### src/sv/pps_pkg.sv
package pps_pkg;

  // Image and mode limits
  localparam int IMG_WIDTH = 640;
  localparam int MAX_SCALE = 8;

  // Field widths
  localparam int IDX_W   = 4;
  localparam int ROW_W   = 9;
  localparam int COL_W   = 10;
  localparam int COLOR_W = 32;
  localparam int ADDR_W  = 24;
  localparam int CFG_W   = 5;

  // Palette store
  localparam int PAL_DEPTH = 16;

  // Scale factor and replication counter widths
  localparam int FAC_W = $clog2(MAX_SCALE + 1);
  localparam int CNT_W = $clog2(MAX_SCALE);

  // Reciprocal multiply: floor(x / f) = (x * recip(f)) >> RECIP_SH,
  // exact for x below 2^19 and f up to 8
  localparam int RECIP_SH = 22;
  localparam int RECIP_W  = 22;
  localparam int MUL_W    = 32;

  // Payload packing
  localparam int IN_DATA_W  = 56;
  localparam int OUT_DATA_W = 56;

  // Request kinds carried in tuser
  localparam logic ACT_PIXEL = 1'b0;
  localparam logic ACT_WRITE = 1'b1;

  // ceil(2^RECIP_SH / f) for the shrink factors
  function automatic logic [RECIP_W-1:0] recip(input logic [FAC_W-1:0] f);
    logic [RECIP_W-1:0] r;
    begin
      case (f)
        4'd2:    r = 22'd2097152;
        4'd3:    r = 22'd1398102;
        4'd4:    r = 22'd1048576;
        4'd5:    r = 22'd838861;
        4'd6:    r = 22'd699051;
        4'd7:    r = 22'd599187;
        4'd8:    r = 22'd524288;
        default: r = 22'd0;
      endcase
      return r;
    end
  endfunction

endpackage

### src/sv/pps_ram.sv
module pps_ram #(
  parameter int WIDTH = 32,
  parameter int DEPTH = 16
) (
  input  logic                     clk_i,
  input  logic                     we_i,
  input  logic [$clog2(DEPTH)-1:0] waddr_i,
  input  logic [WIDTH-1:0]         wdata_i,
  input  logic                     re_i,
  input  logic [$clog2(DEPTH)-1:0] raddr_i,
  output logic [WIDTH-1:0]         rdata_o
);

  logic [WIDTH-1:0] mem [DEPTH];
  logic [WIDTH-1:0] rdata_q;

  // One write port, one registered read port
  always_ff @(posedge clk_i) begin
    if (we_i) begin
      mem[waddr_i] <= wdata_i;
    end
    if (re_i) begin
      rdata_q <= mem[raddr_i];
    end
  end

  assign rdata_o = rdata_q;

endmodule

### src/sv/palette_pixel_scaler_top.sv
// Palette pixel scaler. Each pixel request carries a 4-bit palette index and its
// source row and column; the block looks the index up in a 16-entry RGBA palette
// and emits color words with flat destination addresses. A palette-write request
// loads one entry and produces no output. The scale register picks the mode:
// 2..8 magnifies (scale*scale results per pixel, rows outer, columns inner),
// -2..-8 shrinks (only pixels on multiples of the factor are kept), and -1, 0, 1
// copy one to one; values beyond +/-8 saturate. Requests are taken one per cycle
// in copy and shrink modes while the result side keeps up. In magnify mode a pixel
// holds the output register until all scale*scale results are taken, one result per
// accepted cycle, and input is stalled meanwhile. A pixel passes through the
// palette RAM read alongside the first multiplier stage, the second multiplier
// stage and the address add before its first result. A palette entry written
// by one request is seen by a pixel in the very next cycle. Reading an entry that
// was never written returns an undefined color. Write scale only while the block
// is idle.
module palette_pixel_scaler_top (
  input  logic                              clk_i,
  input  logic                              rst_ni,
  // Configuration
  input  logic                              cfg_we_i,
  input  logic [pps_pkg::CFG_W-1:0]         cfg_wdata_i,     // scale, signed
  // Request stream
  input  logic                              s_axis_tvalid,
  output logic                              s_axis_tready,
  // [3:0] pixel_index, [12:4] row, [22:13] col, [54:23] color_in, [55] zero
  input  logic [pps_pkg::IN_DATA_W-1:0]     s_axis_tdata,
  input  logic                              s_axis_tuser,    // action
  // Result stream
  output logic                              m_axis_tvalid,
  input  logic                              m_axis_tready,
  // [23:0] address, [55:24] color
  output logic [pps_pkg::OUT_DATA_W-1:0]    m_axis_tdata,
  output logic                              m_axis_tlast
);

  localparam int FAC_W   = pps_pkg::FAC_W;
  localparam int CNT_W   = pps_pkg::CNT_W;
  localparam int ROW_W   = pps_pkg::ROW_W;
  localparam int COL_W   = pps_pkg::COL_W;
  localparam int IDX_W   = pps_pkg::IDX_W;
  localparam int COLOR_W = pps_pkg::COLOR_W;
  localparam int ADDR_W  = pps_pkg::ADDR_W;
  localparam int RECIP_W = pps_pkg::RECIP_W;
  localparam int MUL_W   = pps_pkg::MUL_W;
  localparam int SH      = pps_pkg::RECIP_SH;
  localparam int A_W     = 13;

  // Request fields
  logic [IDX_W-1:0]   in_idx;
  logic [ROW_W-1:0]   in_row;
  logic [COL_W-1:0]   in_col;
  logic [COLOR_W-1:0] in_color;

  assign in_idx   = s_axis_tdata[3:0];
  assign in_row   = s_axis_tdata[12:4];
  assign in_col   = s_axis_tdata[22:13];
  assign in_color = s_axis_tdata[54:23];

  // ---------------------------------------------------------------------------
  // Mode registers, decoded at configuration time
  // ---------------------------------------------------------------------------
  logic               shr_q, shr_d;
  logic [FAC_W-1:0]   fac_q, fac_d;
  logic [RECIP_W-1:0] op1_q, op1_d;
  logic [MUL_W-1:0]   mul_q, mul_d;
  logic [CNT_W-1:0]   m1_q, m1_d;
  logic [ADDR_W-1:0]  jump_q, jump_d;

  logic signed [pps_pkg::CFG_W-1:0] cfg_s;
  logic [pps_pkg::CFG_W-1:0]        cfg_abs;
  logic [RECIP_W-1:0]               cfg_rec;
  logic [MUL_W-1:0]                 cfg_stride;

  always_comb begin
    cfg_s   = signed'(cfg_wdata_i);
    cfg_abs = cfg_s[pps_pkg::CFG_W-1] ? pps_pkg::CFG_W'(-cfg_s) : pps_pkg::CFG_W'(cfg_s);
    if (cfg_abs <= 5'd1) begin
      fac_d = FAC_W'(1);
      shr_d = 1'b0;
    end else begin
      fac_d = (cfg_abs > 5'(pps_pkg::MAX_SCALE)) ? FAC_W'(pps_pkg::MAX_SCALE)
                                                 : cfg_abs[FAC_W-1:0];
      shr_d = cfg_s[pps_pkg::CFG_W-1];
    end
    cfg_rec    = pps_pkg::recip(fac_d);
    cfg_stride = MUL_W'(pps_pkg::IMG_WIDTH) * MUL_W'(fac_d);
    op1_d  = shr_d ? cfg_rec : RECIP_W'(fac_d);
    mul_d  = shr_d ? MUL_W'(MUL_W'(pps_pkg::IMG_WIDTH) * MUL_W'(cfg_rec)) : cfg_stride;
    m1_d   = shr_d ? '0 : CNT_W'(fac_d - FAC_W'(1));
    jump_d = ADDR_W'(cfg_stride) - ADDR_W'(fac_d) + ADDR_W'(1);
  end

  always_ff @(posedge clk_i or negedge rst_ni) begin
    if (!rst_ni) begin
      shr_q  <= 1'b0;
      fac_q  <= FAC_W'(1);
      op1_q  <= RECIP_W'(1);
      mul_q  <= MUL_W'(pps_pkg::IMG_WIDTH);
      m1_q   <= '0;
      jump_q <= ADDR_W'(pps_pkg::IMG_WIDTH);
    end else if (cfg_we_i) begin
      shr_q  <= shr_d;
      fac_q  <= fac_d;
      op1_q  <= op1_d;
      mul_q  <= mul_d;
      m1_q   <= m1_d;
      jump_q <= jump_d;
    end
  end

  // ---------------------------------------------------------------------------
  // Pipeline control: every stage moves when the output stage can take more
  // ---------------------------------------------------------------------------
  logic g_valid_q;
  logic g_last;
  logic adv;
  logic in_acc;

  assign adv           = !g_valid_q || (m_axis_tready && g_last);
  assign s_axis_tready = adv;
  assign in_acc        = s_axis_tvalid && adv;

  // Palette RAM: written by write requests, read by pixel requests
  logic [COLOR_W-1:0] pal_rdata;

  pps_ram #(
    .WIDTH (COLOR_W),
    .DEPTH (pps_pkg::PAL_DEPTH)
  ) u_palette (
    .clk_i   (clk_i),
    .we_i    (in_acc && (s_axis_tuser == pps_pkg::ACT_WRITE)),
    .waddr_i (in_idx),
    .wdata_i (in_color),
    .re_i    (in_acc && (s_axis_tuser == pps_pkg::ACT_PIXEL)),
    .raddr_i (in_idx),
    .rdata_o (pal_rdata)
  );

  // ---------------------------------------------------------------------------
  // Stage 1: palette read in flight, row/col scaled or divided
  // ---------------------------------------------------------------------------
  logic             s1_valid_q;
  logic [ROW_W-1:0] s1_row_q;
  logic [COL_W-1:0] s1_col_q;

  always_ff @(posedge clk_i or negedge rst_ni) begin
    if (!rst_ni) begin
      s1_valid_q <= 1'b0;
    end else if (adv) begin
      s1_valid_q <= in_acc && (s_axis_tuser == pps_pkg::ACT_PIXEL);
    end
  end

  always_ff @(posedge clk_i) begin
    if (adv) begin
      s1_row_q <= in_row;
      s1_col_q <= in_col;
    end
  end

  logic [ROW_W+RECIP_W-1:0] s1_pr;
  logic [COL_W+RECIP_W-1:0] s1_pc;
  logic [A_W-1:0]           s2_a_d, s2_b_d;

  // Magnify: row*m, col*m. Shrink: row/f, col/f by reciprocal
  always_comb begin
    s1_pr  = (ROW_W+RECIP_W)'(s1_row_q) * (ROW_W+RECIP_W)'(op1_q);
    s1_pc  = (COL_W+RECIP_W)'(s1_col_q) * (COL_W+RECIP_W)'(op1_q);
    s2_a_d = shr_q ? A_W'(s1_pr[ROW_W+RECIP_W-1:SH]) : s1_pr[A_W-1:0];
    s2_b_d = shr_q ? A_W'(s1_pc[COL_W+RECIP_W-1:SH]) : s1_pc[A_W-1:0];
  end

  // ---------------------------------------------------------------------------
  // Stage 2: row base times stride (or rq*640/f), divisibility check
  // ---------------------------------------------------------------------------
  logic               s2_valid_q;
  logic [A_W-1:0]     s2_a_q, s2_b_q;
  logic [ROW_W-1:0]   s2_row_q;
  logic [COL_W-1:0]   s2_col_q;
  logic [COLOR_W-1:0] s2_color_q;

  always_ff @(posedge clk_i or negedge rst_ni) begin
    if (!rst_ni) begin
      s2_valid_q <= 1'b0;
    end else if (adv) begin
      s2_valid_q <= s1_valid_q;
    end
  end

  always_ff @(posedge clk_i) begin
    if (adv) begin
      s2_a_q     <= s2_a_d;
      s2_b_q     <= s2_b_d;
      s2_row_q   <= s1_row_q;
      s2_col_q   <= s1_col_q;
      s2_color_q <= pal_rdata;
    end
  end

  logic [A_W+MUL_W-1:0] s2_p;
  logic [ADDR_W-1:0]    s3_p_d;
  logic [A_W+FAC_W-1:0] s2_rchk, s2_cchk;
  logic                 s3_keep_d;

  always_comb begin
    s2_p      = (A_W+MUL_W)'(s2_a_q) * (A_W+MUL_W)'(mul_q);
    s3_p_d    = shr_q ? ADDR_W'(s2_p[A_W+MUL_W-1:SH]) : s2_p[ADDR_W-1:0];
    s2_rchk   = (A_W+FAC_W)'(s2_a_q) * (A_W+FAC_W)'(fac_q);
    s2_cchk   = (A_W+FAC_W)'(s2_b_q) * (A_W+FAC_W)'(fac_q);
    s3_keep_d = !shr_q || ((s2_rchk == (A_W+FAC_W)'(s2_row_q)) &&
                           (s2_cchk == (A_W+FAC_W)'(s2_col_q)));
  end

  // ---------------------------------------------------------------------------
  // Stage 3: add column part to get the first address
  // ---------------------------------------------------------------------------
  logic               s3_valid_q;
  logic [ADDR_W-1:0]  s3_p_q;
  logic [A_W-1:0]     s3_b_q;
  logic [COLOR_W-1:0] s3_color_q;

  always_ff @(posedge clk_i or negedge rst_ni) begin
    if (!rst_ni) begin
      s3_valid_q <= 1'b0;
    end else if (adv) begin
      s3_valid_q <= s2_valid_q && s3_keep_d;
    end
  end

  always_ff @(posedge clk_i) begin
    if (adv) begin
      s3_p_q     <= s3_p_d;
      s3_b_q     <= s2_b_q;
      s3_color_q <= s2_color_q;
    end
  end

  // ---------------------------------------------------------------------------
  // Output stage: replicates the pixel over an m x m square
  // ---------------------------------------------------------------------------
  logic [ADDR_W-1:0]  g_addr_q, g_addr_d;
  logic [COLOR_W-1:0] g_color_q;
  logic [CNT_W-1:0]   g_n_q, g_n_d, g_c_q, g_c_d;
  logic               g_valid_d;

  assign g_last = (g_n_q == m1_q) && (g_c_q == m1_q);

  always_comb begin
    g_valid_d = g_valid_q;
    g_addr_d  = g_addr_q;
    g_n_d     = g_n_q;
    g_c_d     = g_c_q;
    if (adv) begin
      g_valid_d = s3_valid_q;
      g_addr_d  = s3_p_q + ADDR_W'(s3_b_q);
      g_n_d     = '0;
      g_c_d     = '0;
    end else if (m_axis_tready) begin
      // Next column, or wrap to the start of the next destination row
      if (g_c_q == m1_q) begin
        g_c_d    = '0;
        g_n_d    = g_n_q + CNT_W'(1);
        g_addr_d = g_addr_q + jump_q;
      end else begin
        g_c_d    = g_c_q + CNT_W'(1);
        g_addr_d = g_addr_q + ADDR_W'(1);
      end
    end
  end

  always_ff @(posedge clk_i or negedge rst_ni) begin
    if (!rst_ni) begin
      g_valid_q <= 1'b0;
      g_n_q     <= '0;
      g_c_q     <= '0;
    end else begin
      g_valid_q <= g_valid_d;
      g_n_q     <= g_n_d;
      g_c_q     <= g_c_d;
    end
  end

  always_ff @(posedge clk_i) begin
    g_addr_q <= g_addr_d;
    if (adv) begin
      g_color_q <= s3_color_q;
    end
  end

  assign m_axis_tvalid = g_valid_q;
  assign m_axis_tdata  = {g_color_q, g_addr_q};
  assign m_axis_tlast  = g_last;

endmodule

### config.mk
export PLATFORM = sky130hd
export DESIGN_NAME = palette_pixel_scaler_top
export DESIGN_NICKNAME = d
export VERILOG_FILES = /design/src/sv/pps_pkg.sv /design/src/sv/pps_ram.sv /design/src/sv/palette_pixel_scaler_top.sv
export SDC_FILE = /design/constraint.sdc
export NUM_CORES = 2
export LEC_CHECK = 0
export BUFFER_PORTS_ARGS = -buffer_cell sky130_fd_sc_hd__buf_2
export CELL_PAD_IN_SITES_DETAIL_PLACEMENT = 1
export CELL_PAD_IN_SITES_GLOBAL_PLACEMENT = 2
export CORE_ASPECT_RATIO = 0.8
export CORE_MARGIN = 4
export CORE_UTILIZATION = 49
export CTS_CLUSTER_DIAMETER = 200
export DETAILED_ROUTE_END_ITERATION = 6
export PLACE_DENSITY = 0.95
export SETUP_SLACK_MARGIN = 0.5
export SLEW_MARGIN = 10
export SYNTH_ARGS = -nofsm -noshare
export SYNTH_HDL_FRONTEND = slang
export SYNTH_SLANG_ARGS = --single-unit
### constraint.sdc
create_clock -name clk_i -period 20.5 [get_ports clk_i]
set_clock_uncertainty 0.05 [all_clocks]
set_input_delay 2.05 -clock clk_i [delete_from_list [all_inputs] [get_ports clk_i]]
set_output_delay 2.05 -clock clk_i [all_outputs]
set_load 0.02 [all_outputs]
# Yosys cells after proc, flatten, opt, wreduce, memory -nomap -nowiden
# Memory sizes are Yosys's and may differ from the RTL's. A register that Yosys moved wholly into a read port is not among the register bits.
# Index checks and enable logic that the tools add are counted.
[totals] ram_bits=512 reg_bits=317 n_memories=1 input_bits=67 elab_cells=94
[classes] n_mux=22 bitwise=1 mul=7 order_cmp=2 n_eq_ne=11 n_reduce_logical=14 addsub=9
[memory_table] name="u_palette.mem" depth=16 word_bits=32 rd=1 rd_clocked_by_memory_dff=1 write_ports=1 line_no="pps_ram.sv:14" rtl="logic [WIDTH-1:0] mem [DEPTH];"
[ops] op="case mux 22 bit (7 select lines)" count=1
[ops] op="2-to-1 mux 24 bit" count=3
[ops] op="multiplier 13 x 32 -> 45 bit" count=1
[ops] op="multiplier 13 x 4 -> 17 bit" count=2
[ops] op="multiplier 10 x 22 -> 32 bit" count=1
[ops] op="2-to-1 mux 32 bit" count=1
[ops] op="multiplier 9 x 22 -> 31 bit" count=1
[ops] op="multiplier 3 x 22 -> 25 bit, first input constant" count=1
[ops] op="adder 24 x 1 -> 24 bit, second input constant" count=1
[ops] op="adder 24 x 13 -> 24 bit" count=1
[ops] op="adder 24 bit" count=1
[ops] op="2-to-1 mux 23 bit" count=1
[ops] op="2-to-1 mux 22 bit" count=1
[ops] op="2-to-1 mux 3 bit" count=7
[ops] op="equality test 17 x 10 -> 1 bit" count=1
[ops] op="equality test 17 x 9 -> 1 bit" count=1
[ops] op="adder 15 x 2 -> 16 bit, second input constant" count=1
[ops] op="equality test 4 x 3 -> 1 bit, second input constant" count=4
[ops] op="subtractor 14 x 4 -> 15 bit" count=1
[ops] op="2-to-1 mux 10 bit" count=1
[ops] op="2-to-1 mux 9 bit" count=1
[ops] op="equality test 4 x 2 -> 1 bit, second input constant" count=2
[ops] op="2-to-1 mux 4 bit" count=2
[ops] op="logical AND 1 bit" count=7
[ops] op="other kinds (15)" count=22

# Longest topological paths before layout
[logic_depth] ltp_word=9 depth_mapped=25 mapped_depth_nobuf=23

# Cells and area by module
# A second synthesis with hierarchy kept.
[unflattened] hier_cells=4880 hier_area_um2=59420.7
[modules_own_cells] module="palette_pixel_scaler_top" seq_area_each_um2=8419.3 area_each_um2=39246.4 n_inst=1 cells_each=4042
[modules_own_cells] module="pps_ram" seq_area_each_um2=16335.7 area_each_um2=20174.3 n_inst=1 cells_each=838

# Least setup slack after synthesis
# Ideal clock, no wire load.
[synth_timing] kind="input-to-output" startpoint="input m_axis_tready" endpoint="output s_axis_tready" stages=4 required_ps=18400 arrival_ps=8267 slack_ps=10133 path_buffers=2 cell_sequence="clkbuf_1 > a21boi_1 > clkinv_1 > clkbuf_1"
[synth_via] elab_chain_cells=2
[synth_rtl] item="start, declared" line_no="palette_pixel_scaler_top.sv:30" rtl="input logic m_axis_tready,"
[synth_rtl] item="logical AND 1 bit" line_no="palette_pixel_scaler_top.sv:119" rtl="assign adv = !g_valid_q || (m_axis_tready && g_last);"
[synth_rtl] item="logical OR 1 bit" line_no="palette_pixel_scaler_top.sv:119"
[synth_rtl] item="end, declared" line_no="palette_pixel_scaler_top.sv:24" rtl="output logic s_axis_tready,"
# Every way passes these cells.

# Final worst setup path
[layout_timing] startpoint="input cfg_wdata_i[0] (netlist name)" endpoint="register mul_q[30]"
[layout_via] elab_chain_cells=9 word_cells_on_any_way=17 classes_between="1 x add/sub; 1 x mul; 2 x order compare; 7 x eq/ne; 6 x mux"
[layout_rtl] item="start, declared" line_no="palette_pixel_scaler_top.sv:21" rtl="input logic [pps_pkg::CFG_W-1:0] cfg_wdata_i,"
[layout_rtl] item="negation 5 bit" line_no="palette_pixel_scaler_top.sv:76" rtl="cfg_abs = cfg_s[pps_pkg::CFG_W-1] ? pps_pkg::CFG_W'(-cfg_s) : pps_pkg::CFG_W'(cfg_s);"
[layout_rtl] item="2-to-1 mux 5 bit (*)" line_no="palette_pixel_scaler_top.sv:76"
[layout_rtl] item="greater-than comparator 5 x 4 -> 1 bit" line_no="palette_pixel_scaler_top.sv:81" rtl="fac_d = (cfg_abs > 5'(pps_pkg::MAX_SCALE)) ? FAC_W'(pps_pkg::MAX_SCALE)"
[layout_rtl] item="2-to-1 mux 4 bit" line_no="palette_pixel_scaler_top.sv:81"
[layout_rtl] item="2-to-1 mux 4 bit" line_no="palette_pixel_scaler_top.sv:77" rtl="if (cfg_abs <= 5'd1) begin"
[layout_rtl] item="equality test 4 bit, or another cell as far along" line_no="pps_pkg.sv:40" rtl="case (f)"
[layout_rtl] item="case mux 22 bit (7 select lines)" line_no="pps_pkg.sv:40"
[layout_rtl] item="multiplier 3 x 22 -> 25 bit" line_no="palette_pixel_scaler_top.sv:88" rtl="mul_d = shr_d ? MUL_W'(MUL_W'(pps_pkg::IMG_WIDTH) * MUL_W'(cfg_rec)) : cfg_stride;"
[layout_rtl] item="2-to-1 mux 32 bit (*)" line_no="palette_pixel_scaler_top.sv:88"
[layout_rtl] item="end signal, assigned" line_no="palette_pixel_scaler_top.sv:98" rtl="mul_q <= MUL_W'(pps_pkg::IMG_WIDTH);"
[layout_rtl] item="end signal, assigned" line_no="palette_pixel_scaler_top.sv:105" rtl="mul_q <= mul_d;"
[layout_rtl] item="end, declared" line_no="palette_pixel_scaler_top.sv:65" rtl="logic [MUL_W-1:0] mul_q, mul_d;"
# Every way passes the cells marked *; elsewhere a longest branch is shown, timed or not.
# A chain may end at the register's enable or synchronous reset.

==> results.sh <==
export IMPL_outcome="completed"
export IMPL_grt_pass1_vias=43800
export IMPL_io_buffers=124
export IMPL_cp_startpoint="cfg_wdata_i[0]"
export IMPL_path_max_fanout=18
export IMPL_synthAdderAreaFrac=0.268
export IMPL_synth_area_sq_um=59400
export IMPL_wl_um=185000
export IMPL_max_slew_margin=0.165
export IMPL_root_buffer="clkbuf_16"
export IMPL_cts_reportedPaths_clkPinSlew_ns=0.07
export IMPL_synth_top_family_by_area="adder cells"
export IMPL_cp_arrival_ns=8.02
export IMPL_drive_above_1_share=0.109
export IMPL_cp_end_kind="flop"
export IMPL_reg2reg_depth=18
export IMPL_die_w_um=397
export IMPL_grt_max_degree=88
export IMPL_final_common_cell="edfxtp_1"
export IMPL_cts_tree="done"
export IMPL_async_reset_ff_frac=0.0849
export IMPL_place_gp_congestion=0.886
export IMPL_synthesis_nets=5784
export IMPL_holdWs_ns=0.368
export IMPL_core_sq_um=119000
export IMPL_synth_compound_area_frac=0.0604
export IMPL_die_area_sq_um=127000
export IMPL_grt_pass1_wl_um=283000
export IMPL_synthFlopType="edfxtp_1"
export IMPL_cts_resized=0
export IMPL_yosysUniqueCellTypes=92
export IMPL_cp_required_ns=20.94
export IMPL_dp_cells=6389
export IMPL_setup_tns_ns=0
export IMPL_htree_levels=3
export IMPL_worstHoldPathType="reg2reg"
export IMPL_via_count=39600
export IMPL_firstDrtPassIters=5
export IMPL_cts_buffer_depth=3
export IMPL_ys_seq_area_frac=0.417
export IMPL_hold_viol_final=0
export IMPL_drc=0
export IMPL_layout_common_cells="765 x edfxtp_1, 680 x inv_1, 594 x fa_1"
export IMPL_vias_per_cell=6.05
export IMPL_dp_hpwl_um=119000
export IMPL_nNetsFinal=5847
export IMPL_avgSynthCellArea_sq_um=12.4
export IMPL_cts_hold_buffers_added=0
export IMPL_clock_fmax_ghz=0.132
export IMPL_wl_per_cell_um=28.2
export IMPL_synth_warnings=0
export IMPL_track_usage=0.296
export IMPL_synth_edff_count=765
export IMPL_period_minus_slack_ns=7.58
export IMPL_rsz0062_at_grt="no"
export IMPL_cap_viol_max_count=0
export IMPL_rows=113
export IMPL_post_cts_buffers=0
export IMPL_clock_sinks=836
export IMPL_holdPathStages=0
export IMPL_maxSlewViolCount=0
export IMPL_power_leakage_uw=0.0275
export IMPL_reg2reg_from="op1_q[18]$_DFFE_PN0P_"
export IMPL_grt_antenna_before_repair=17
export IMPL_synthMuxAreaShare=0.0672
export IMPL_synth_simple_area_share=0.107
export IMPL_power_density_nw_per_um2=116
export IMPL_die_y_um=319
export IMPL_reg2reg_slack_ns=13.14
export IMPL_synth_top_cell_area_share=0.387
export IMPL_drt_iter0_drc=3720
export IMPL_yosysTopAreaCell="edfxtp_1"
export IMPL_cts_made_buffers=86
export IMPL_period_share=0.370
export IMPL_fin_total_pwr_uw=7520
export IMPL_synth_area_leaders="edfxtp_1 39%, fa_1 20%, ha_1 6.7%"
export IMPL_insertion_delay_ns=0.69
export IMPL_tightest_slew_ns=1.25
export IMPL_fillers=12100
export IMPL_endpoint="mul_q[30]$_DFFE_PN0P_"
export IMPL_grt_overflow=0
export IMPL_io_pins=126
export IMPL_worstSetupStartpointType="input port"
export IMPL_synth_cells=4804
export IMPL_area_growth_pct=9.21
export IMPL_vdd_drop_max_mv=0.134
export IMPL_start_util=0.497
export IMPL_synth_xor_area_frac=0.0245
export IMPL_r2r_end="s2_b_q[9]$_DFFE_PN_"
export IMPL_ant_nets=0
export IMPL_fin_cells=6558
export IMPL_synth_seq_cells=836
export IMPL_criticalPathCategory="in2reg"
export IMPL_setup_violations_final=0
[synth_stat cells (23+ instances only)]
cell / number
inv_1: 680
nand2_1: 466
nand2b_1: 30
nor2_1: 137
edfxtp_1: 765
xnor2_1: 102
a21oi_1: 144
nand3_1: 50
o21ai_0: 121
xor2_1: 62
clkbuf_1: 180
fa_1: 594
a21o_1: 59
o31ai_1: 23
mux4_2: 160
nor3_1: 41
dfrtp_1: 66
ha_1: 319
and2_1: 404
[sequential cells by signal (all words and copies together), names as in the netlist, 3 cells and up]
signal,count
jump_q,16
mul_q,23
s2_col_q,10
s3_p_q,24
s2_a_q,13
s1_row_q,9
u_palette.mem,512
fac_q,3
g_addr_q,24
s2_color_q,32
s2_b_q,13
m1_q,3
s1_col_q,10
g_color_q,32
s3_color_q,32
s2_row_q,9
u_palette.rdata_o,32
op1_q,15
g_n_q,3
g_c_q,3
s3_b_q,13
[routing by layer]
metal | wire length [um] | GRT usage | vias to the layer above
met3 | 14200 | 0.0472 | 538
met1 | 71900 | 0.390 | 20600
met2 | 88900 | 0.487 | 1995
li1 | - | - | 16500
met4 | 9950 | 0.133 | 10
met5 | 63 | 0 | -
[worst min path at each step]
stage,startpoint,end,slack (ns)
after floorplan,s3_color_q[0]$_DFFE_PN_,g_color_q[0]$_DFFE_PN_,0.35
after global placement,s2_color_q[12]$_DFFE_PN_,s3_color_q[12]$_DFFE_PN_,0.35
after detailed placement,u_palette.rdata_o[4]$_DFFE_PP_,s2_color_q[4]$_DFFE_PN_,0.36
after CTS,s2_color_q[27]$_DFFE_PN_,s3_color_q[27]$_DFFE_PN_,0.37
after global routing,s2_color_q[5]$_DFFE_PN_,s3_color_q[5]$_DFFE_PN_,0.39
final,s2_color_q[5]$_DFFE_PN_,s3_color_q[5]$_DFFE_PN_,0.37
[cell type report]
class / instances / area [sq um] / area share
well taps: 1610 / 2010 / 0.0311
clock inverters: 44 / 604 / 0.00932
clock buffers: 114 / 2420 / 0.0374
flip-flops and latches: 836 / 24800 / 0.382
repair buffers: 177 / 1030 / 0.0159
diodes: 11 / 27.5 / 0.000425
inverters: 684 / 2580 / 0.0398
multi-input cells: 3082 / 31400 / 0.484
[cell families after synthesis]
family          Yosys count
buf+inv                 886
fa+ha+maj               913
mux                     196
compound gates          547
simple gates           1261
flops                   836
xor+xnor                165
[per-stage QoR]
step	util	instance area [sq um]	setup WS, ns
2_1_floorplan	-	59400	10.13
3_3_place_gp	0.517	61800	12.76
3_5_place_dp	0.517	61800	12.56
4_1_cts	0.542	64800	13.07
5_1_grt	0.542	64800	12.53
6_report	0.543	64800	12.92
[worst max-delay path, cell delays in order]
cell and delay [ns]:
buf_2 0.23, inv_1 0.09, ha_1 0.33, o41a_1 0.51, o21ai_2 0.58, nand2_1 0.24
nand2_4 0.18, inv_4 0.12, ha_1 0.28, o21ai_0 0.40, nand2_1 0.26, ha_1 0.40
ha_1 0.39, nand3_1 0.10, o21bai_1 0.19, nor4_1 0.09, o31ai_1 0.47, nand4_1 0.23
a31oi_1 0.35, mux2i_1 0.28, xnor2_1 0.14, a22oi_1 0.09
[power by group]
group          switching, uW  internal [uW]
Combinational           2170           1290
Clock                    742            970
Sequential               222           2130
Note: power is estimated with default switching activity, not from simulation.
